`src/hw/rtl/lzss_pkg.sv`:
```
// ----------------------------------------------------------------------------
// lzss_pkg
// Shared types and constants for the LZSS window decompressor: window
// geometry, token decoding constants and the command passed to the back end.
// ----------------------------------------------------------------------------
package lzss_pkg;

    localparam int WINDOW_SIZE    = 4096;
    localparam int WIN_AW         = $clog2(WINDOW_SIZE);
    localparam int SRC_BIAS       = 18;
    localparam int LEN_BIAS       = 3;
    localparam int LEN_W          = 5;
    localparam int FLAGS_PER_CTRL = 8;
    localparam int QUEUE_DEPTH    = 2;
    localparam int QPTR_W         = (QUEUE_DEPTH > 1) ? $clog2(QUEUE_DEPTH) : 1;
    localparam int QCNT_W         = $clog2(QUEUE_DEPTH + 1);

    typedef logic [WIN_AW-1:0] t_win_addr;
    typedef logic [LEN_W-1:0]  t_len;
    typedef logic [QPTR_W-1:0] t_qptr;
    typedef logic [QCNT_W-1:0] t_qcnt;

    typedef enum logic {
        PH_TOKEN,
        PH_REF2
    } t_phase;

    typedef enum logic [1:0] {
        CMD_LIT,
        CMD_REF,
        CMD_TRUNC
    } t_cmd_kind;

    typedef enum logic [1:0] {
        BK_CLEAR,
        BK_IDLE,
        BK_REF_RD,
        BK_REF_WR
    } t_back_state;

    typedef struct packed {
        t_cmd_kind  kind;
        logic [7:0] data;
        t_win_addr  src;
        t_len       len;
    } t_cmd;

    typedef struct packed {
        logic full;
        logic empty;
    } t_q_status;

    typedef struct packed {
        logic clr_busy;
    } t_back_status;

endpackage

```
`src/hw/rtl/lzss_cmd_queue.sv`:
```
// ----------------------------------------------------------------------------
// lzss_cmd_queue
// Short command queue between parser and window engine so each side can
// stall without holding up the other.
// ----------------------------------------------------------------------------
module lzss_cmd_queue (
    input  logic                i_clk,
    input  logic                i_rst_n,
    input  logic                i_push,
    input  lzss_pkg::t_cmd      i_cmd,
    input  logic                i_pop,
    output lzss_pkg::t_cmd      o_cmd,
    output lzss_pkg::t_q_status o_status
);

    lzss_pkg::t_cmd  r_slot [lzss_pkg::QUEUE_DEPTH];
    lzss_pkg::t_qptr r_wptr, n_wptr;
    lzss_pkg::t_qptr r_rptr, n_rptr;
    lzss_pkg::t_qcnt r_count, n_count;
    logic            do_push;
    logic            do_pop;

    assign o_status.full  = (r_count == lzss_pkg::t_qcnt'(lzss_pkg::QUEUE_DEPTH));
    assign o_status.empty = (r_count == '0);
    assign do_push        = i_push && !o_status.full;
    assign do_pop         = i_pop && !o_status.empty;
    assign o_cmd          = r_slot[r_rptr];

    always_comb begin
        n_wptr  = r_wptr;
        n_rptr  = r_rptr;
        n_count = r_count;
        if (do_push) begin
            n_wptr = (r_wptr == lzss_pkg::t_qptr'(lzss_pkg::QUEUE_DEPTH - 1))
                   ? '0 : r_wptr + lzss_pkg::t_qptr'(1);
        end
        if (do_pop) begin
            n_rptr = (r_rptr == lzss_pkg::t_qptr'(lzss_pkg::QUEUE_DEPTH - 1))
                   ? '0 : r_rptr + lzss_pkg::t_qptr'(1);
        end
        case ({do_push, do_pop})
            2'b10:   n_count = r_count + lzss_pkg::t_qcnt'(1);
            2'b01:   n_count = r_count - lzss_pkg::t_qcnt'(1);
            default: n_count = r_count;
        endcase
    end

    always_ff @(posedge i_clk) begin
        if (!i_rst_n) begin
            r_wptr  <= '0;
            r_rptr  <= '0;
            r_count <= '0;
        end else begin
            r_wptr  <= n_wptr;
            r_rptr  <= n_rptr;
            r_count <= n_count;
        end
    end

    always_ff @(posedge i_clk) begin
        if (do_push) begin
            r_slot[r_wptr] <= i_cmd;
        end
    end

endmodule

```
`config.mk`:
```
export PLATFORM = sky130hd
export DESIGN_NAME = lzss_cmd_queue
export DESIGN_NICKNAME = d
export VERILOG_FILES = /design/src/hw/rtl/lzss_pkg.sv /design/src/hw/rtl/lzss_cmd_queue.sv
export SDC_FILE = /design/constraint.sdc
export NUM_CORES = 1
export LEC_CHECK = 0
export ABC_AREA = 1
export BUFFER_PORTS_ARGS = -buffer_cell sky130_fd_sc_hd__buf_2
export CAP_MARGIN = 20
export CORE_ASPECT_RATIO = 0.7
export CORE_MARGIN = 2
export CORE_UTILIZATION = 52
export CTS_CLUSTER_DIAMETER = 200
export DETAILED_ROUTE_END_ITERATION = 8
export PLACE_DENSITY = 0.84
export SETUP_SLACK_MARGIN = 0.05
export SLEW_MARGIN = 10
export SYNTH_ARGS = -nofsm -noshare
export SYNTH_HDL_FRONTEND = slang
export SYNTH_SLANG_ARGS = --single-unit
```
`constraint.sdc`:
```
create_clock -name i_clk -period 3.1 [get_ports i_clk]
set_input_delay 0.465 -clock i_clk [delete_from_list [all_inputs] [get_ports i_clk]]
set_output_delay 0.465 -clock i_clk [all_outputs]
set_load 0.05 [all_outputs]
```
# Word level (Yosys, flattened, before mapping)
# Memory sizes are Yosys's and may differ from the RTL's. A register that Yosys moved wholly into a read port is not among the register bits.
# Index checks and enable logic that the tools add are counted.
[classes] n_mux=7 reduce_logical=6 n_eq_ne=3 n_addsub=4
[ops] op="two-way mux 1 bit" n=6
[ops] op="== test 2 bit (second input constant)" n=2
[ops] op="case mux 2 bit (2 select lines)" n=1
[ops] op="adder 1 bit (second input constant)" n=2
[ops] op="adder 2 x 1 -> 2 bit (second input constant)" n=1
[ops] op="== test 2 x 1 -> 1 bit (second input constant)" n=1
[ops] op="logical AND 1 bit" n=2
[ops] op="zero test 1 bit" n=2
[ops] op="zero test 2 bit" n=1
[ops] op="nonzero test 2 bit" n=1
[ops] op="subtractor 2 x 1 -> 2 bit (second input constant)" n=1
[totals] ramBits=54 in_bits=31 word_cells=24 out_inout_bits=29 n_memories=1 regBits=4
[mem_list] name="r_slot" depth=2 width=27 rd=1 rd_ports_with_merged_regs=1 write_ports=1 line="lzss_cmd_queue.sv:16" rtl="lzss_pkg::t_cmd r_slot [lzss_pkg::QUEUE_DEPTH];"

# Depth between registers and ports, before layout
[logic_depth] word_depth=5 mapped_depth=10 ltp_nobuf=10

# Least setup slack after synthesis
# No wires, ideal clock.
[synth_path] path_kind="register to register" from="reg r_count[0]" to="mem r_slot[0][0] in the netlist's numbering, enable pin" period_less_slack_ns=2.436 n_path_buf=0 arrival_time_ns=2.025 slack_ns=0.664 stages_incl_launch_ff=5 required_time_ns=2.689 setup_time_ns=0.411 cell_sequence="dfxtp_1 nor2_1 nor2_1 inv_1 nor2_1"
[synth_lines] element="start, declared" line="lzss_cmd_queue.sv:19" rtl="lzss_pkg::t_qcnt r_count, n_count;"
[synth_lines] element="start signal, assigned" line="lzss_cmd_queue.sv:56" rtl="r_count <= n_count;"
[synth_lines] element="end, declared" line="lzss_cmd_queue.sv:16"

==> results by group <==
Pwr
  – Comb pwr share: between 20% and 30%
  – P_leak: around 1.2 nW
  – VDD IR max: slightly below 0.5 mV
  – Clk pwr share: around 26%
  – P per Cell Area: just over 800 nW/µm²
  – Net switching power: a little under 0.8 mW
  – Sw Ratio: 33.65%
  – Pint: roughly 1.5 mW
  – Sequential fraction of design power: a little under half

STA
  – Fin crit period: roughly 2.3 ns
  – Fin Setup TNS: 0 ns
  – Unrepaired setup endpoints after global routing: false
  – Slew @ Worst Pin: 0.8094 ns
  – Final Skew: 0.004821 ns
  – Setup violations, final: 0
  – Slew HR: between 40% and 50%
  – Max frequency: roughly 440 MHz
  – Final WS setup: ~0.83 ns
  – Final period util: roughly 73%
  – Final number of hold-violating endpoints: 0
  – Final max-slew violation count: 0

Clock network
  – TritonCTS buffer count: 9
  – CTS tree: built
  – CTS Buffer Depth: 2
  – Resized Gates After CTS: 0
  – Root buffer selected by CTS: clkbuf_8
  – Setup Fix Bufs, Post-CTS: 0
  – H-tree depth: 3
  – Sink Count: 59
  – Clock Latency Late Sink: around 0.32 ns
  – Hold-fix buffers at CTS: 0
  – CTS clock-pin slew for the worst setup and hold paths: roughly 0.06 ns

Floorplanning
  – Die Height: around 60 µm
  – Core box area: about 4300 µm²
  – Die area: ~5000 µm²
  – Die width: 83.51 µm
  – Starting Density: 53.46%
  – Placement row count: 20
  – I/O Pins: 60

Synthesis
  – Yosys warns: 0
  – Syn Std Cell Area: roughly 2300 µm²
  – Syn Nets: 156
  – Syn_area_per_cell: ~19 µm²
  – Post-synthesis instance total: between 100 and 150
  – FF+latch count, synth: between 50 and 60
  – Sequential area share after synthesis: between 70% and 80%
  – Netlist cell types: 16

Placed design
  – Placer Congestion: a little under 0.8
  – HPWL after DPL: 2.384 mm
  – Pre-CTS setup slack: approximately 1.1 ns
  – Buffers on Ports: 59

Global route
  – First-pass GRT wire length: between 5 and 6 mm
  – Vias in the first global route: 1204
  – GRT Overall Usage: approximately 16%
  – Initial antenna violation count: 0
  – Pin count of the biggest net entering global routing: 28
  – Total gr overflow: 0

Route
  – Initial DRT Pass Iterations: 4
  – Post-route ant nets: 0
  – Final wirelength: 3.518 mm
  – Starting DRC count in detailed routing: 39
  – Routed vias: roughly 1200
  – Routed len/inst: approximately 14 µm
  – Vias per cell: about 4.7
  – DRC Markers: 0

Cells and area
  – Most common cell after layout, fill and taps aside: buf_2
  – Antenna fix cells: 0
  – NumNets Final: 225
  – Layout cell share with drive strength beyond 1: a little over half
  – Area growth syn-to-layout: 21.91%
  – Commonest non-fill, non-tap cells in the layout: buf_2 (59), edfxtp_1 (54), mux2_4 (20)

Setup path
  – R2r setup slk: about 1.6 ns
  – Worst EP required: between 2 and 3 ns
  – CP endpoint kind: primary output
  – Crit start category: flip-flop
  – Worst setup path class: reg -> out
  – Max FO, Critical Path: 27
  – Worst R2R Start: r_count[0]$_SDFFE_PN0P_
  – Worst EP arrival: between 1.5 and 2 ns
  – Reg2Reg Depth: 9
  – R2r endpoint: r_count[1]$_SDFFE_PN0P_

Outcome
  – Status: complete, no violations

Worst hold path
  – Hold Path End: r_slot[1][13]$_DFFE_PP_
  – Worst Hold Launch: i_cmd[13]
  – Worst min-delay path category: in -> reg
  – WHS Path Cells: 1

Job
  – Maximum Capacitance Violations: 0
==> per-stage QoR <==
step / cells / cell area [µm²] / hold WS (ns) / util [%] / power, mW
global route: 253 / 2805 / 0.3047 / 65.17 / 2.410
floorplan: 124 / 2301 / 0.4522 / - / 1.619
global placement: 237 / 2633 / 0.4713 / 61.16 / 1.715
finish: 253 / 2805 / 0.3326 / 65.17 / 2.294
CTS: 253 / 2805 / 0.3123 / 65.17 / 2.319
detailed placement: 237 / 2633 / 0.4781 / 61.16 / 1.731
==> cell usage after synthesis <==
cell type   n  area [µm²]
o21ai_0     1       5.000
nand3_1     1       5.000
buf_12      2       40.04
nand4_1     1       6.260
inv_1       8       30.03
inv_2       1       3.750
edfxtp_1   54        1622
nor2_1     12       45.04
nand2_1     8       30.03
ha_1        1       12.51
a21oi_1     1       5.000
mux2_4     20       300.3
buf_6       1       11.26
nor2_2      1       6.260
mux2_2      7       78.83
dfxtp_1     5       100.1
==> power groups by stage <==
| stage | clock (mW) | combinational [mW] | sequential, mW |
|---|---|---|---|
| final | 0.584 | 0.669 | 1.04 |
| after global routing | 0.648 | 0.710 | 1.05 |
| after CTS | 0.603 | 0.674 | 1.04 |
| after detailed placement | 0 | 0.673 | 1.06 |
| after global placement | 0 | 0.660 | 1.05 |
| after floorplan | 0 | 0.606 | 1.01 |
==> critical path: stages (launching register included) <==
cell	delay (ns)
dfxtp_2	0.85
mux2_2	0.42
buf_2	0.21
==> worst max-delay path by stage <==
stage | startpoint | end | depth (start not counted)
2_1_floorplan | r_count[0]$_SDFFE_PN0P_ | r_slot[0][0]$_DFFE_PP_ | 4
3_5_place_dp | flip-flop | o_cmd[26] | 2
4_1_cts | flip-flop | o_cmd[26] | 2
6_report | flip-flop | o_cmd[26] | 2
3_3_place_gp | flip-flop | o_cmd[7] | 2
5_1_grt | flip-flop | o_cmd[15] | 2
==> metal layers <==
| layer | vias up | GRT usage (%) | routed length (µm) |
|---|---|---|---|
| li1 | 592 | - | - |
| met1 | 546 | 17.27 | 1479 |
| met2 | 42 | 26.04 | 1749 |
| met3 | 4 | 8.564 | 253 |
| met4 | 0 | 6.221 | 36 |
| met5 | - | 0 | 0 |
==> final cells by class <==
| cell class | count | area (µm²) |
|---|---|---|
| Clock buffer | 14 | 162.7 |
| Clock inverter | 2 | 10.01 |
| Fill cell | 312 | 1499 |
| Inverter | 9 | 33.78 |
| Multi-Input combinational cell | 53 | 496.7 |
| Sequential cell | 59 | 1723 |
| Tap cell | 55 | 68.82 |
| Timing Repair Buffer | 61 | 310.3 |
==> flip-flops by register name (all words and copies together), names as in the netlist, named ones only <==
signal,cells
r_wptr,1
r_count,2
r_rptr,1
r_slot,54
==> logic make-up (layout without fill, tap and decap cells) <==
group	count (synthesis)	count (layout)	synth area share (%)
flip-flops	59	59	74.82
multiplexers	27	27	16.48
AND/OR/NAND/NOR	23	23	4.024
buffers and inverters	12	86	3.698
AO/OA/AOI/OAI	2	2	0.4346
adder cells (fa/ha/maj)	1	1	0.5437
Note: power is estimated with default switching activity, not from simulation.
