File: config.mk
export PLATFORM = sky130hd
export DESIGN_NAME = lzss_front
export DESIGN_NICKNAME = d
export VERILOG_FILES = /design/src/hw/rtl/lzss_pkg.sv /design/src/hw/rtl/lzss_front.sv
export SDC_FILE = /design/constraint.sdc
export NUM_CORES = 1
export LEC_CHECK = 0
export BUFFER_PORTS_ARGS = -buffer_cell sky130_fd_sc_hd__buf_2
export CAP_MARGIN = 20
export CORE_ASPECT_RATIO = 1.2
export CORE_UTILIZATION = 54
export DETAILED_ROUTE_END_ITERATION = 6
export PLACE_DENSITY = 0.8
export SLEW_MARGIN = 20
export SYNTH_ARGS = -nofsm -noshare
export SYNTH_HDL_FRONTEND = slang
export SYNTH_SLANG_ARGS = --single-unit
File: constraint.sdc
create_clock -name i_clk -period 3.8 [get_ports i_clk]
set_input_delay 0.19 -clock i_clk [delete_from_list [all_inputs] [get_ports i_clk]]
set_output_delay 0.19 -clock i_clk [all_outputs]
set_load 0.01 [all_outputs]
File: src/hw/rtl/lzss_pkg.sv
// ----------------------------------------------------------------------------
// lzss_pkg
// Shared types and constants for the LZSS window decompressor: window
// geometry, token decoding constants and the command passed to the back end.
// ----------------------------------------------------------------------------
package lzss_pkg;

    localparam int WINDOW_SIZE    = 4096;
    localparam int WIN_AW         = $clog2(WINDOW_SIZE);
    localparam int SRC_BIAS       = 18;
    localparam int LEN_BIAS       = 3;
    localparam int LEN_W          = 5;
    localparam int FLAGS_PER_CTRL = 8;
    localparam int QUEUE_DEPTH    = 2;
    localparam int QPTR_W         = (QUEUE_DEPTH > 1) ? $clog2(QUEUE_DEPTH) : 1;
    localparam int QCNT_W         = $clog2(QUEUE_DEPTH + 1);

    typedef logic [WIN_AW-1:0] t_win_addr;
    typedef logic [LEN_W-1:0]  t_len;
    typedef logic [QPTR_W-1:0] t_qptr;
    typedef logic [QCNT_W-1:0] t_qcnt;

    typedef enum logic {
        PH_TOKEN,
        PH_REF2
    } t_phase;

    typedef enum logic [1:0] {
        CMD_LIT,
        CMD_REF,
        CMD_TRUNC
    } t_cmd_kind;

    typedef enum logic [1:0] {
        BK_CLEAR,
        BK_IDLE,
        BK_REF_RD,
        BK_REF_WR
    } t_back_state;

    typedef struct packed {
        t_cmd_kind  kind;
        logic [7:0] data;
        t_win_addr  src;
        t_len       len;
    } t_cmd;

    typedef struct packed {
        logic full;
        logic empty;
    } t_q_status;

    typedef struct packed {
        logic clr_busy;
    } t_back_status;

endpackage

File: src/hw/rtl/lzss_front.sv
// ----------------------------------------------------------------------------
// lzss_front
// Stream parser: tracks control flags, reference byte pairs and the count of
// compressed bytes left, and sends literals and references to the back end.
// ----------------------------------------------------------------------------
module lzss_front (
    input  logic                   i_clk,
    input  logic                   i_rst_n,
    input  logic                   i_cfg_we,
    input  logic [31:0]            i_cfg_data,
    input  logic                   i_in_valid,
    output logic                   o_in_ready,
    input  logic [7:0]             i_in_byte,
    input  lzss_pkg::t_q_status    i_q_status,
    input  lzss_pkg::t_back_status i_back_status,
    output logic                   o_push,
    output lzss_pkg::t_cmd         o_cmd
);

    logic [7:0]       r_flag_bits, n_flag_bits;
    logic [3:0]       r_flags_left, n_flags_left;
    lzss_pkg::t_phase r_phase, n_phase;
    logic [7:0]       r_ref_first, n_ref_first;
    logic [31:0]      r_remaining, n_remaining;
    logic             accept;

    assign o_in_ready = !i_q_status.full && !i_back_status.clr_busy;
    assign accept     = i_in_valid && o_in_ready;

    always_comb begin
        n_flag_bits  = r_flag_bits;
        n_flags_left = r_flags_left;
        n_phase      = r_phase;
        n_ref_first  = r_ref_first;
        n_remaining  = r_remaining;
        o_push       = 1'b0;
        o_cmd        = '0;
        o_cmd.kind   = lzss_pkg::CMD_LIT;
        if (i_cfg_we) begin
            n_flag_bits  = '0;
            n_flags_left = '0;
            n_phase      = lzss_pkg::PH_TOKEN;
            n_ref_first  = '0;
            n_remaining  = i_cfg_data;
        end else if (accept && (r_remaining != '0)) begin
            case (r_phase)
                lzss_pkg::PH_REF2: begin
                    n_remaining = r_remaining - 32'd1;
                    o_push      = 1'b1;
                    o_cmd.kind  = lzss_pkg::CMD_REF;
                    o_cmd.src   = lzss_pkg::t_win_addr'({i_in_byte[7:4], r_ref_first})
                                + lzss_pkg::t_win_addr'(lzss_pkg::SRC_BIAS);
                    o_cmd.len   = lzss_pkg::t_len'({1'b0, i_in_byte[3:0]})
                                + lzss_pkg::t_len'(lzss_pkg::LEN_BIAS);
                    n_phase     = lzss_pkg::PH_TOKEN;
                    n_flag_bits = {1'b0, r_flag_bits[7:1]};
                    if (r_flags_left != '0) begin
                        n_flags_left = r_flags_left - 4'd1;
                    end
                end
                lzss_pkg::PH_TOKEN: begin
                    if (r_flags_left == '0) begin
                        // control byte: load eight new flags
                        n_remaining  = r_remaining - 32'd1;
                        n_flag_bits  = i_in_byte;
                        n_flags_left = 4'(lzss_pkg::FLAGS_PER_CTRL);
                    end else if (r_flag_bits[0]) begin
                        n_remaining  = r_remaining - 32'd1;
                        o_push       = 1'b1;
                        o_cmd.kind   = lzss_pkg::CMD_LIT;
                        o_cmd.data   = i_in_byte;
                        n_flag_bits  = {1'b0, r_flag_bits[7:1]};
                        n_flags_left = r_flags_left - 4'd1;
                    end else if (r_remaining < 32'd2) begin
                        // reference cut off by end of stream: report and stop
                        n_remaining = '0;
                        o_push      = 1'b1;
                        o_cmd.kind  = lzss_pkg::CMD_TRUNC;
                    end else begin
                        n_remaining = r_remaining - 32'd1;
                        n_ref_first = i_in_byte;
                        n_phase     = lzss_pkg::PH_REF2;
                    end
                end
                default: begin
                    n_phase = lzss_pkg::PH_TOKEN;
                end
            endcase
        end
    end

    always_ff @(posedge i_clk) begin
        if (!i_rst_n) begin
            r_flag_bits  <= '0;
            r_flags_left <= '0;
            r_phase      <= lzss_pkg::PH_TOKEN;
            r_ref_first  <= '0;
            r_remaining  <= '0;
        end else begin
            r_flag_bits  <= n_flag_bits;
            r_flags_left <= n_flags_left;
            r_phase      <= n_phase;
            r_ref_first  <= n_ref_first;
            r_remaining  <= n_remaining;
        end
    end

endmodule

Word level (Yosys, flattened, before mapping)
Index checks and enable logic that the tools add are counted.
{"block": "totals", "register_bits": 53, "in_bits": 47, "output_inout_bits": 29, "elab_cells": 63}
{"block": "classes", "n_addsub": 4, "n_lt_le_gt_ge": 1, "eq_ne": 2, "n_mux": 32, "bitwise_logic": 5, "n_reduce_logical": 13}
{"cell": "32-bit 2-to-1 mux", "n": 5}
{"cell": "32-bit one-hot mux with 2 select lines", "n": 1}
{"cell": "27-bit 2-to-1 mux", "n": 2}
{"cell": "32-bit by 2-bit less-than comparator with 1-bit output, second input constant", "n": 1}
{"cell": "8-bit 2-to-1 mux", "n": 4}
{"cell": "32-bit nonzero test", "n": 1}
{"cell": "32-bit by 1-bit subtractor with 32-bit output, second input constant", "n": 1}
{"cell": "17-bit 2-to-1 mux", "n": 1}
{"cell": "8-bit one-hot mux with 2 select lines", "n": 1}
{"cell": "12-bit by 5-bit adder with 12-bit output, second input constant", "n": 1}
{"cell": "4-bit 2-to-1 mux", "n": 3}
{"cell": "10-bit 2-to-1 mux", "n": 1}
{"cell": "1-bit 2-to-1 mux", "n": 8}
{"cell": "4-bit one-hot mux with 2 select lines", "n": 1}
{"cell": "4-bit by 2-bit adder with 5-bit output, second input constant", "n": 1}
{"cell": "1-bit NOT", "n": 5}
{"cell": "5-bit AND reduction", "n": 1}
{"cell": "4-bit zero test", "n": 1}
{"cell": "2-bit 2-to-1 mux", "n": 2}
{"cell": "1-bit one-hot mux with 2 select lines", "n": 2}
{"cell": "2-bit one-hot mux with 2 select lines", "n": 1}
{"cell": "4-bit nonzero test", "n": 1}
{"cell": "4-bit by 1-bit subtractor with 4-bit output, second input constant", "n": 1}
{"cell": "1-bit logical AND", "n": 3}
{"cell": "7 further kinds", "n": 8}

Logic depth before layout (Yosys ltp)
Gate-level depths: netlist of the first run.
{"block": "logic_depth", "word_depth": 7, "ltp_mapped": 9, "mapped_depth_nobuf": 8}

Worst setup path before layout of the first run
No wires, ideal clock.
{"block": "synth_path", "path_type": "reg2out", "start": "reg r_remaining[7]", "end": "out o_cmd[11] (netlist bit)", "t_arrival_ns": 2.508, "required_time_ns": 3.610, "slack_ns": 1.102, "stages_incl_launch_ff": 8, "n_path_buf": 2, "path_cell_list": "dfxtp_1 -> or4_4 -> or4_4 -> buf_6 -> o41a_1 -> nand2_1 -> buf_2 -> nor2_1"}
{"item": "from (decl)", "line": "lzss_front.sv:24", "rtl": "logic [31:0] r_remaining, n_remaining;"}
{"item": "from (signal assigned)", "line": "lzss_front.sv:104", "rtl": "r_remaining <= n_remaining;"}
{"item": "to (decl)", "line": "lzss_front.sv:17", "rtl": "output lzss_pkg::t_cmd o_cmd"}

==> impl_metrics.env, run 1 <==
export IMPL_status="finished clean"
export IMPL_skew_ns=0.00956
export IMPL_fin_util_pct=65.6
export IMPL_dpl_cell_area_um2=3640
export IMPL_worstSetupPathType="flip-flop to primary output"
export IMPL_fin_nets=518
export IMPL_grt_ovfl_total=0
export IMPL_die_area_um2=6260
export IMPL_firstDrtPassIters=5
export IMPL_clk_latency_ns=0.31
export IMPL_clockBufferDepth=2
export IMPL_drt_wirelength_per_cell_um=15.0
export IMPL_slew_viol_final=0
export IMPL_synth_seq_cells=53
export IMPL_cts_sinks=53
export IMPL_cp_slowest_stage_delay_ns=0.75
export IMPL_hold_class="input port to flip-flop"
export IMPL_startpoint_type="flip-flop"
export IMPL_netlist_area_um2=3210
export IMPL_die_h_um=86.5
export IMPL_hold_buffers=0
export IMPL_rsz0062_at_grt="no"
export IMPL_fill_cells=500
export IMPL_numCtsBuffers=5
export IMPL_tightest_slew_ns=1.05
export IMPL_synth_compound_area_share_pct=23.7
export IMPL_ant_nets=0
export IMPL_switching_share_pct=29.6
export IMPL_synth_xor_xnor_area_share_pct=6.82
export IMPL_ios=76
export IMPL_start_util_pct=56.3
export IMPL_num_rows=30
export IMPL_synthArstFlopShare_pct=0
export IMPL_period_share_pct=92.0
export IMPL_fmax_mhz=286
export IMPL_die_w_um=72.4
export IMPL_htreeDepth=2
export IMPL_cts_clk_slew_worst_paths_ns=0.09
export IMPL_antenna_found_initial=0
export IMPL_yosysUniqueCellTypes=59
export IMPL_setup_viol=0
export IMPL_p_switching_uw=356
export IMPL_grt_pass1_vias=3041
export IMPL_n_antenna_cell=0
export IMPL_layout_drive_gt1_share_pct=23.1
export IMPL_drt_wl_total_um=8220
export IMPL_power_frac_comb_pct=20.0
export IMPL_postCtsSetupBuffers=0
export IMPL_cts_tree="yes"
export IMPL_p_clk_share_pct=29.4
export IMPL_critPathMaxFanout=16
export IMPL_finalHoldViolations=0
export IMPL_ctsRootBufferMaster="clkbuf_8"
export IMPL_core_area_um2=5710
export IMPL_seq_power_share_pct=50.6
export IMPL_internal_power_uw=847
export IMPL_synth_edff_count=0
export IMPL_num_vias=3232
export IMPL_syn_to_final_growth_pct=16.5
export IMPL_critPathCaptureType="primary output"
export IMPL_worst_endpoint_required_ns=3.61
export IMPL_worst_ep_arrival_time_ns=3.30
export IMPL_synthSimpleGateAreaFrac_pct=25.4
export IMPL_routabilityCongestion=0.816
export IMPL_critPathTopFamily="simple AND/OR/NAND/NOR gates"
export IMPL_dominantRegCellSynth="dfxtp_1"
export IMPL_crit_buf_inv=1
export IMPL_port_buffer_count=74
export IMPL_grt_pass1_wl_um=13700
export IMPL_syn_area_per_cell_um2=8.09
export IMPL_crit_slowest_cell="or4_1"
export IMPL_p_per_area_nw_per_um2=322
export IMPL_synth_warnings=0
export IMPL_ir_drop_mv=0.167
export IMPL_drv_cap=0
export IMPL_vias_per_cell=5.91
export IMPL_synth_top_family_by_area="simple AND/OR/NAND/NOR gates"
export IMPL_syn_inst=397
export IMPL_synthAdderAreaFrac_pct=1.95
export IMPL_p_leak_nw=1.54
export IMPL_period_needed_ns=3.49
export IMPL_ys_seq_area_share_pct=33.0
export IMPL_fin_tns_setup_ns=0
export IMPL_stdcell_area_um2=3740
export IMPL_hpwlAfterDp_um=6010
export IMPL_cts_resized=0
export IMPL_worst_path_most_repeated_cell="or4_1"
export IMPL_drcViolationCount=0
export IMPL_synth_net_count=449
export IMPL_path_cells="or4_1 > or4_1 > o41a_1 > nand2_1 > nor4bb_1 > buf_2"
export IMPL_grt_max_degree=27
export IMPL_grt_use_total_pct=27.6
export IMPL_synthMuxAreaShare_pct=4.44
export IMPL_drt_initial_drc_count=234
export IMPL_relSlewSlack_pct=30.2
path summary, 6_finish.rpt:
kind,startpoint,endpoint,slack [ns],depth (start not counted)
worst min-delay path,i_cfg_data[28],r_remaining[28],0.08,3
worst max register to register,r_remaining[26],r_remaining[20],0.72,7
worst min register to register,r_flag_bits[7],r_flag_bits[7],0.50,2
worst max-delay path,r_remaining[26],o_cmd[4],0.31,6
state kept, by name, summed over array words and instances (netlist names):
name,count
r_phase,1
r_flag_bits,8
r_remaining,32
r_flags_left,4
r_ref_first,8
metrics by stage:
| stage | setup WS, ns | hold slack [ns] | instances | power [mW] |
|---|---|---|---|---|
| 2_1_floorplan | 1.10 | 0.289 | 397 | 0.788 |
| 3_3_place_gp | 0.711 | 0.391 | 539 | 0.851 |
| 3_5_place_dp | 0.684 | 0.402 | 539 | 0.858 |
| 4_1_cts | 0.342 | 0.0787 | 547 | 1.20 |
| 5_1_grt | 0.157 | 0.0850 | 547 | 1.25 |
| 6_report | 0.305 | 0.0796 | 547 | 1.20 |
synthesized netlist by cell type (8+ instances only):
library cell,count,area [um2]
xnor2_1,19,166
nand2_1,28,105
o21ai_0,15,75.1
a21oi_1,15,75.1
mux2i_1,12,120
nor4_1,10,62.6
a22oi_1,11,82.6
inv_1,14,52.6
clkbuf_1,10,37.5
nor3_1,13,65.1
dfxtp_1,53,1060
nor2_1,63,236
a22o_1,10,87.6
and2_1,8,50.1
power by group through the flow:
stage / clock [mW] / sequential [mW] / combinational (mW)
after global placement: 0 / 0.619 / 0.233
after detailed placement: 0 / 0.620 / 0.237
after global routing: 0.377 / 0.612 / 0.266
after CTS: 0.357 / 0.608 / 0.240
final: 0.354 / 0.609 / 0.241
after floorplan: 0 / 0.613 / 0.175
layout by cell type, fill, tap and decap left out, types with 6 or more instances in the layout:
cell type and n:
nor3_1 13, buf_2 74, xnor2_1 19, a211oi_1 6, o21ai_1 6, or3_1 7, nand3_1 7, inv_1 14
nor2_1 62, a22oi_1 11, nor4_1 10, mux2i_1 12, xor2_1 6, a21oi_1 15, dfxtp_1 53, o21ai_0 15
buf_4 7, nand2_1 28, and2_1 8, a22o_1 10, o211ai_1 7, clkbuf_8 7
final cells by class:
type                       instances  area [um2]  share of cell area (%)
tap                               80         100                    2.68
inverter                          14        52.6                    1.40
multi-input combinational        311        2000                    53.5
sequential                        53        1060                    28.4
timing repair buffer              81         423                    11.3
clock inverter                     1        5.00                   0.134
clock buffer                       7        96.3                    2.58
tightest hold or removal path: stages:
cell and delay, ns:
buf_2 0.07, nand2_1 0.04, nand3_1 0.05
layer usage:
layer	global-route usage (%)	part of all wire (%)	vias to the layer above
met5	0	0	-
met4	10.5	1.9	0
met3	5.00	6.3	17
met2	49.2	51	141
met1	32.5	41	1489
li1	-	-	1585
cells by family (layout without fill, tap and decap cells):
group	count (synthesis)	after routing
simple gates	165	165
buf+inv	33	103
mux	14	14
fa+ha+maj	5	5
xor+xnor	25	25
compound gates	102	102
flops	53	53
No activity file was read; power rests on OpenSTA's default activity.
==> inputs of run 2 (changes only) <==
--- a/config.mk
+++ b/config.mk
@@ -11,6 +11,7 @@
 export CORE_UTILIZATION = 54
 export DETAILED_ROUTE_END_ITERATION = 6
 export PLACE_DENSITY = 0.8
+export SETUP_SLACK_MARGIN = 0.5
 export SLEW_MARGIN = 20
 export SYNTH_ARGS = -nofsm -noshare
 export SYNTH_HDL_FRONTEND = slang
==> run 2 against run 1 <==
  * Sequential power about the same
  * Worst hold slack worse by 0.0032 ns
  * Largest cell class unchanged
  * Highest routed layer unchanged
  * Clock skew about the same
  * Clock-buffer cell count unchanged
  * Sequential share of layout area down 0.085 points
==> impl_metrics.env, run 2 (same netlist as run 1, synthesis figures left out) <==
export IMPL_fin_cells=547
export IMPL_numCtsBuffers=5
export IMPL_met3_wirelength_um=514
export IMPL_regArea_um2=1060
export IMPL_largestRegisters="r_remaining: 32 flops, r_flag_bits: 8 flops, r_ref_first: 8 flops"
export IMPL_grt_max_degree=27
export IMPL_worstSetupPathType="flip-flop to primary output"
export IMPL_met1_length_um=3410
export IMPL_final_cell_mix="buf_2, nor2_1, dfxtp_1"
export IMPL_postCtsSetupBuffers=0
export IMPL_worst_endpoint_required_ns=3.61
export IMPL_grt_ovfl_total=0
export IMPL_num_rows=30
export IMPL_drt_wirelength_per_cell_um=15.1
export IMPL_final_common_cell="buf_2"
export IMPL_ios=76
export IMPL_routabilityCongestion=0.816
export IMPL_skew_ns=0.00981
export IMPL_n_antenna_cell=0
export IMPL_drt_wl_total_um=8240
export IMPL_cts_tree="yes"
export IMPL_startpoint_type="flip-flop"
export IMPL_grt_pass1_vias=3047
export IMPL_multi_input_area_um2=2010
export IMPL_start_util_pct=56.3
export IMPL_setup_viol=0
export IMPL_drt_initial_drc_count=229
export IMPL_period_needed_ns=3.18
export IMPL_fin_util_pct=65.8
export IMPL_worst_ep_arrival_time_ns=2.99
export IMPL_critPathMaxFanout=17
export IMPL_regMostFlops="r_remaining"
export IMPL_vias_per_cell=5.90
export IMPL_ctsRootBufferMaster="clkbuf_8"
export IMPL_hpwlAfterDp_um=6010
export IMPL_rsz0062_at_grt="no"
export IMPL_fill_cells=502
export IMPL_tightest_slew_ns=1.04
export IMPL_die_area_um2=6260
export IMPL_setup_ws_ns=0.615
export IMPL_cts_sinks=53
export IMPL_relSlewSlack_pct=30.7
export IMPL_largest_reg_flops=32
export IMPL_wl_met2_um=4200
export IMPL_ir_drop_mv=0.167
export IMPL_slew_viol_final=0
export IMPL_p_leak_nw=1.56
export IMPL_place_ws_ns=0.684
export IMPL_status="finished clean"
export IMPL_top_layer_used="met4"
export IMPL_period_share_pct=83.8
export IMPL_port_buffer_count=74
export IMPL_fin_hold_ws_ns=0.0763
export IMPL_die_h_um=86.5
export IMPL_firstDrtPassIters=5
export IMPL_core_area_um2=5710
export IMPL_hold_class="input port to flip-flop"
export IMPL_fmax_mhz=314
export IMPL_grt_use_total_pct=27.6
export IMPL_finalHoldViolations=0
export IMPL_cts_clk_slew_worst_paths_ns=0.10
export IMPL_clk_latency_ns=0.32
export IMPL_num_vias=3225
export IMPL_antenna_found_initial=0
export IMPL_drv_cap=0
export IMPL_fin_nets=518
export IMPL_layout_drive_gt1_share_pct=23.6
export IMPL_critPathCaptureType="primary output"
export IMPL_dp_cells=539
export IMPL_ant_nets=0
export IMPL_htreeDepth=2
export IMPL_grt_pass1_wl_um=13800
export IMPL_p_per_area_nw_per_um2=322
export IMPL_fin_tns_setup_ns=0
export IMPL_syn_to_final_growth_pct=16.8
export IMPL_drcViolationCount=0
export IMPL_hold_buffers=0
export IMPL_clockBufferDepth=2
export IMPL_die_w_um=72.4
-- run 2: changes by cell type in the layout (fill, tap and decap cells not counted) --
| cell | before | now |
|---|---|---|
| or4_1 | 4 | 3 |
| nand2_1 | 28 | 27 |
| nand2_4 | 0 | 1 |
| or4_4 | 2 | 3 |
-- run 2: routing by layer --
metal | vias up | GRT usage, %
met5 | - | 0
met4 | 0 | 11.1
met3 | 14 | 5.23
met2 | 138 | 48.9
met1 | 1490 | 32.4
li1 | 1583 | -
-- run 2: cell type report --
class / count / share of cell area (%)
Clock inverter: 1 / 0.133
Inverter: 14 / 1.40
Sequential cell: 53 / 28.3
Tap cell: 80 / 2.67
Clock buffer: 7 / 2.57
Timing Repair Buffer: 81 / 11.3
Multi-Input combinational cell: 311 / 53.7
-- run 2: worst paths after layout --
check | startpoint | endpoint | slack, ns | cells after the start
max | r_remaining[7] | o_cmd[19] | 0.62 | 8
min | i_cfg_data[12] | r_remaining[12] | 0.08 | 3
max reg2reg | r_remaining[7] | r_remaining[20] | 0.81 | 7
min reg2reg | r_flag_bits[7] | r_flag_bits[7] | 0.50 | 2
-- run 2: critical path, stage by stage (launching register included) --
cell and delay [ns]:
dfxtp_1 0.39, or4_4 0.57, or4_4 0.57, or3_1 0.44, o21ai_1 0.13, buf_4 0.15, nor3_1 0.09, and2_1 0.20
buf_2 0.13
-- run 2: timing repair --
item,in CTS,in global routing
endpoints found under the setup margin,20,22
resized for setup,2,1
pin swaps,0,1
-- run 2: per-stage QoR --
| stage | area (um2) | power (mW) |
|---|---|---|
| after global routing | 3750 | 1.26 |
| after detailed placement | 3640 | 0.858 |
| after global placement | 3640 | 0.851 |
| after CTS | 3740 | 1.21 |
| final | 3750 | 1.21 |
| after floorplan | 3210 | 0.788 |
-- run 2: power breakdown --
group          switching [mW]  total, mW  internal [mW]
Combinational           0.142      0.243          0.101
Clock                   0.191      0.356          0.165
Sequential             0.0268      0.609          0.582
==> inputs of run 3 (changes only) <==
==> constraint.sdc (replaced) <==
create_clock -name i_clk -period 3.2 [get_ports i_clk]
set_input_delay 0.16 -clock i_clk [delete_from_list [all_inputs] [get_ports i_clk]]
set_output_delay 0.16 -clock i_clk [all_outputs]
set_load 0.01 [all_outputs]
==> run 3 against run 2 <==
  * Total power grew 21%
  * Worst setup slack lost 0.25 ns
  * Largest power group unchanged
  * Die area is the same
==> impl_metrics.env, run 3 (same netlist as run 1, synthesis figures left out) <==
export IMPL_status="finished clean"
export IMPL_finalHoldViolations=0
export IMPL_vias_per_cell=5.99
export IMPL_clockBufferDepth=2
export IMPL_fmax_mhz=353
export IMPL_grt_use_total_pct=28.6
export IMPL_p_clk_share_pct=26.8
export IMPL_p_switching_uw=445
export IMPL_power_frac_comb_pct=23.7
export IMPL_ir_drop_mv=0.193
export IMPL_cts_sinks=53
export IMPL_path_cells="or4_4 > or4_4 > o41a_1 > nand2_2 > buf_6 > nor2_1 > buf_2"
export IMPL_n_antenna_cell=0
export IMPL_hold_class="input port to flip-flop"
export IMPL_final_common_cell="buf_2"
export IMPL_numCtsBuffers=5
export IMPL_fin_tns_setup_ns=0
export IMPL_drt_wirelength_per_cell_um=15.9
export IMPL_seq_power_share_pct=49.5
export IMPL_fill_cells=446
export IMPL_power_mw=1.46
export IMPL_regMostFlops="r_remaining"
export IMPL_critPathTopFamily="simple AND/OR/NAND/NOR gates"
export IMPL_skew_ns=0.0112
export IMPL_period_needed_ns=2.84
export IMPL_ctsRootBufferMaster="clkbuf_8"
export IMPL_worstSetupPathType="flip-flop to primary output"
export IMPL_cp_slowest_stage_delay_ns=0.54
export IMPL_critPathMaxFanout=8
export IMPL_cts_tree="yes"
export IMPL_num_rows=30
export IMPL_largest_reg_flops=32
export IMPL_start_util_pct=56.3
export IMPL_crit_buf_inv=2
export IMPL_period_share_pct=88.6
export IMPL_grt_max_degree=27
export IMPL_relSlewSlack_pct=46.8
export IMPL_final_cell_mix="buf_2, nor2_1, dfxtp_1"
export IMPL_drcViolationCount=0
export IMPL_worst_ep_arrival_time_ns=2.68
export IMPL_routabilityCongestion=0.836
export IMPL_worst_path_most_repeated_cell="or4_4"
export IMPL_syn_to_final_growth_pct=28.9
export IMPL_die_w_um=72.4
export IMPL_startpoint_type="flip-flop"
export IMPL_layout_drive_gt1_share_pct=34.2
export IMPL_htreeDepth=2
export IMPL_p_leak_nw=1.68
export IMPL_drv_cap=0
export IMPL_fin_nets=543
export IMPL_critPathCaptureType="primary output"
export IMPL_die_area_um2=6260
export IMPL_cts_clk_slew_worst_paths_ns=0.09
export IMPL_p_per_area_nw_per_um2=353
export IMPL_switching_share_pct=30.4
export IMPL_setup_viol=0
export IMPL_internal_power_mw=1.02
export IMPL_grt_pass1_vias=3115
export IMPL_die_h_um=86.5
export IMPL_port_buffer_count=74
export IMPL_slew_viol_final=0
export IMPL_drt_wl_total_um=9090
export IMPL_drt_initial_drc_count=299
export IMPL_crit_slowest_cell="or4_4"
export IMPL_hpwlAfterDp_um=6110
export IMPL_grt_ovfl_total=0
export IMPL_ios=76
export IMPL_clk_latency_ns=0.31
export IMPL_antenna_found_initial=0
export IMPL_ant_nets=0
export IMPL_tightest_slew_ns=0.795
export IMPL_largestRegisters="r_remaining: 32 flops, r_flag_bits: 8 flops, r_ref_first: 8 flops"
export IMPL_firstDrtPassIters=4
export IMPL_num_vias=3422
export IMPL_rsz0062_at_grt="yes"
export IMPL_worst_endpoint_required_ns=3.04
export IMPL_core_area_um2=5710
export IMPL_grt_pass1_wl_um=14100
-- run 3: cell count changes in the layout (fill, tap and decap cells not counted), sizes merged --
cell / previous run / this run
clkinv: 1 / 0
buf: 81 / 106
-- run 3: worst reg2reg max path, delay by kind of cell (launching register included) --
kind	cells	cell delay [ns]
AO/OA/AOI/OAI	3	0.67
flip-flops	1	0.33
buffers and inverters	3	0.46
AND/OR/NAND/NOR	3	1.15
-- run 3: routing by layer --
metal | part of all wire (%) | GRT usage [%] | vias up
li1 | - | - | 1633
met1 | 39 | 32.2 | 1613
met2 | 52 | 51.8 | 146
met3 | 5.8 | 5.35 | 30
met4 | 2.9 | 12.7 | 0
met5 | 0 | 0 | -
-- run 3: worst paths after layout --
kind              startpoint              end  slack [ns]  depth (start not counted)
max          r_remaining[29]         o_cmd[0]        0.36                          7
min           i_cfg_data[12]  r_remaining[12]        0.05                          3
max reg2reg  r_remaining[29]  r_remaining[29]        0.50                          9
min reg2reg  r_remaining[17]  r_remaining[17]        0.49                          2
-- run 3: cell type report --
type	instances	area, um2	area share [%]
multi-input cells	311	2160	52.1
flip-flops and latches	53	1070	26.0
repair buffers	106	669	16.2
well taps	80	100	2.42
clock buffers	7	86.3	2.09
inverters	14	52.6	1.27
-- run 3: what timing repair did --
| action | in CTS | in global routing |
|---|---|---|
| resized for setup | 24 | 48 |
| pin swaps | 15 | 12 |
| gates cloned | 1 | 1 |
| buffers inserted | 8 | 5 |
| endpoints found under the setup margin | 78 | 57 |
| hold endpoints to repair | 0 | 0 |
| hold buffers | 0 | 0 |
-- run 3: stage by stage --
stage / hold slack, ns / worst slack, ns / instance area (um2) / std cells / util, %
5_1_grt: 0.0480 / 0.324 / 4140 / 571 / 72.5
2_1_floorplan: 0.259 / 0.532 / 3210 / 397 / -
3_5_place_dp: 0.367 / 0.252 / 3710 / 549 / 65.1
6_report: 0.0500 / 0.364 / 4140 / 571 / 72.5
4_1_cts: 0.0457 / 0.391 / 3960 / 565 / 69.3
3_3_place_gp: 0.363 / 0.291 / 3710 / 549 / 65.1
-- run 3: power groups by stage --
| stage | combinational [mW] | clock [mW] | sequential [mW] |
|---|---|---|---|
| CTS | 0.322 | 0.397 | 0.721 |
| finish | 0.346 | 0.392 | 0.724 |
| detailed placement | 0.293 | 0 | 0.737 |
| floorplan | 0.208 | 0 | 0.728 |
| global route | 0.375 | 0.425 | 0.728 |
| global placement | 0.288 | 0 | 0.735 |
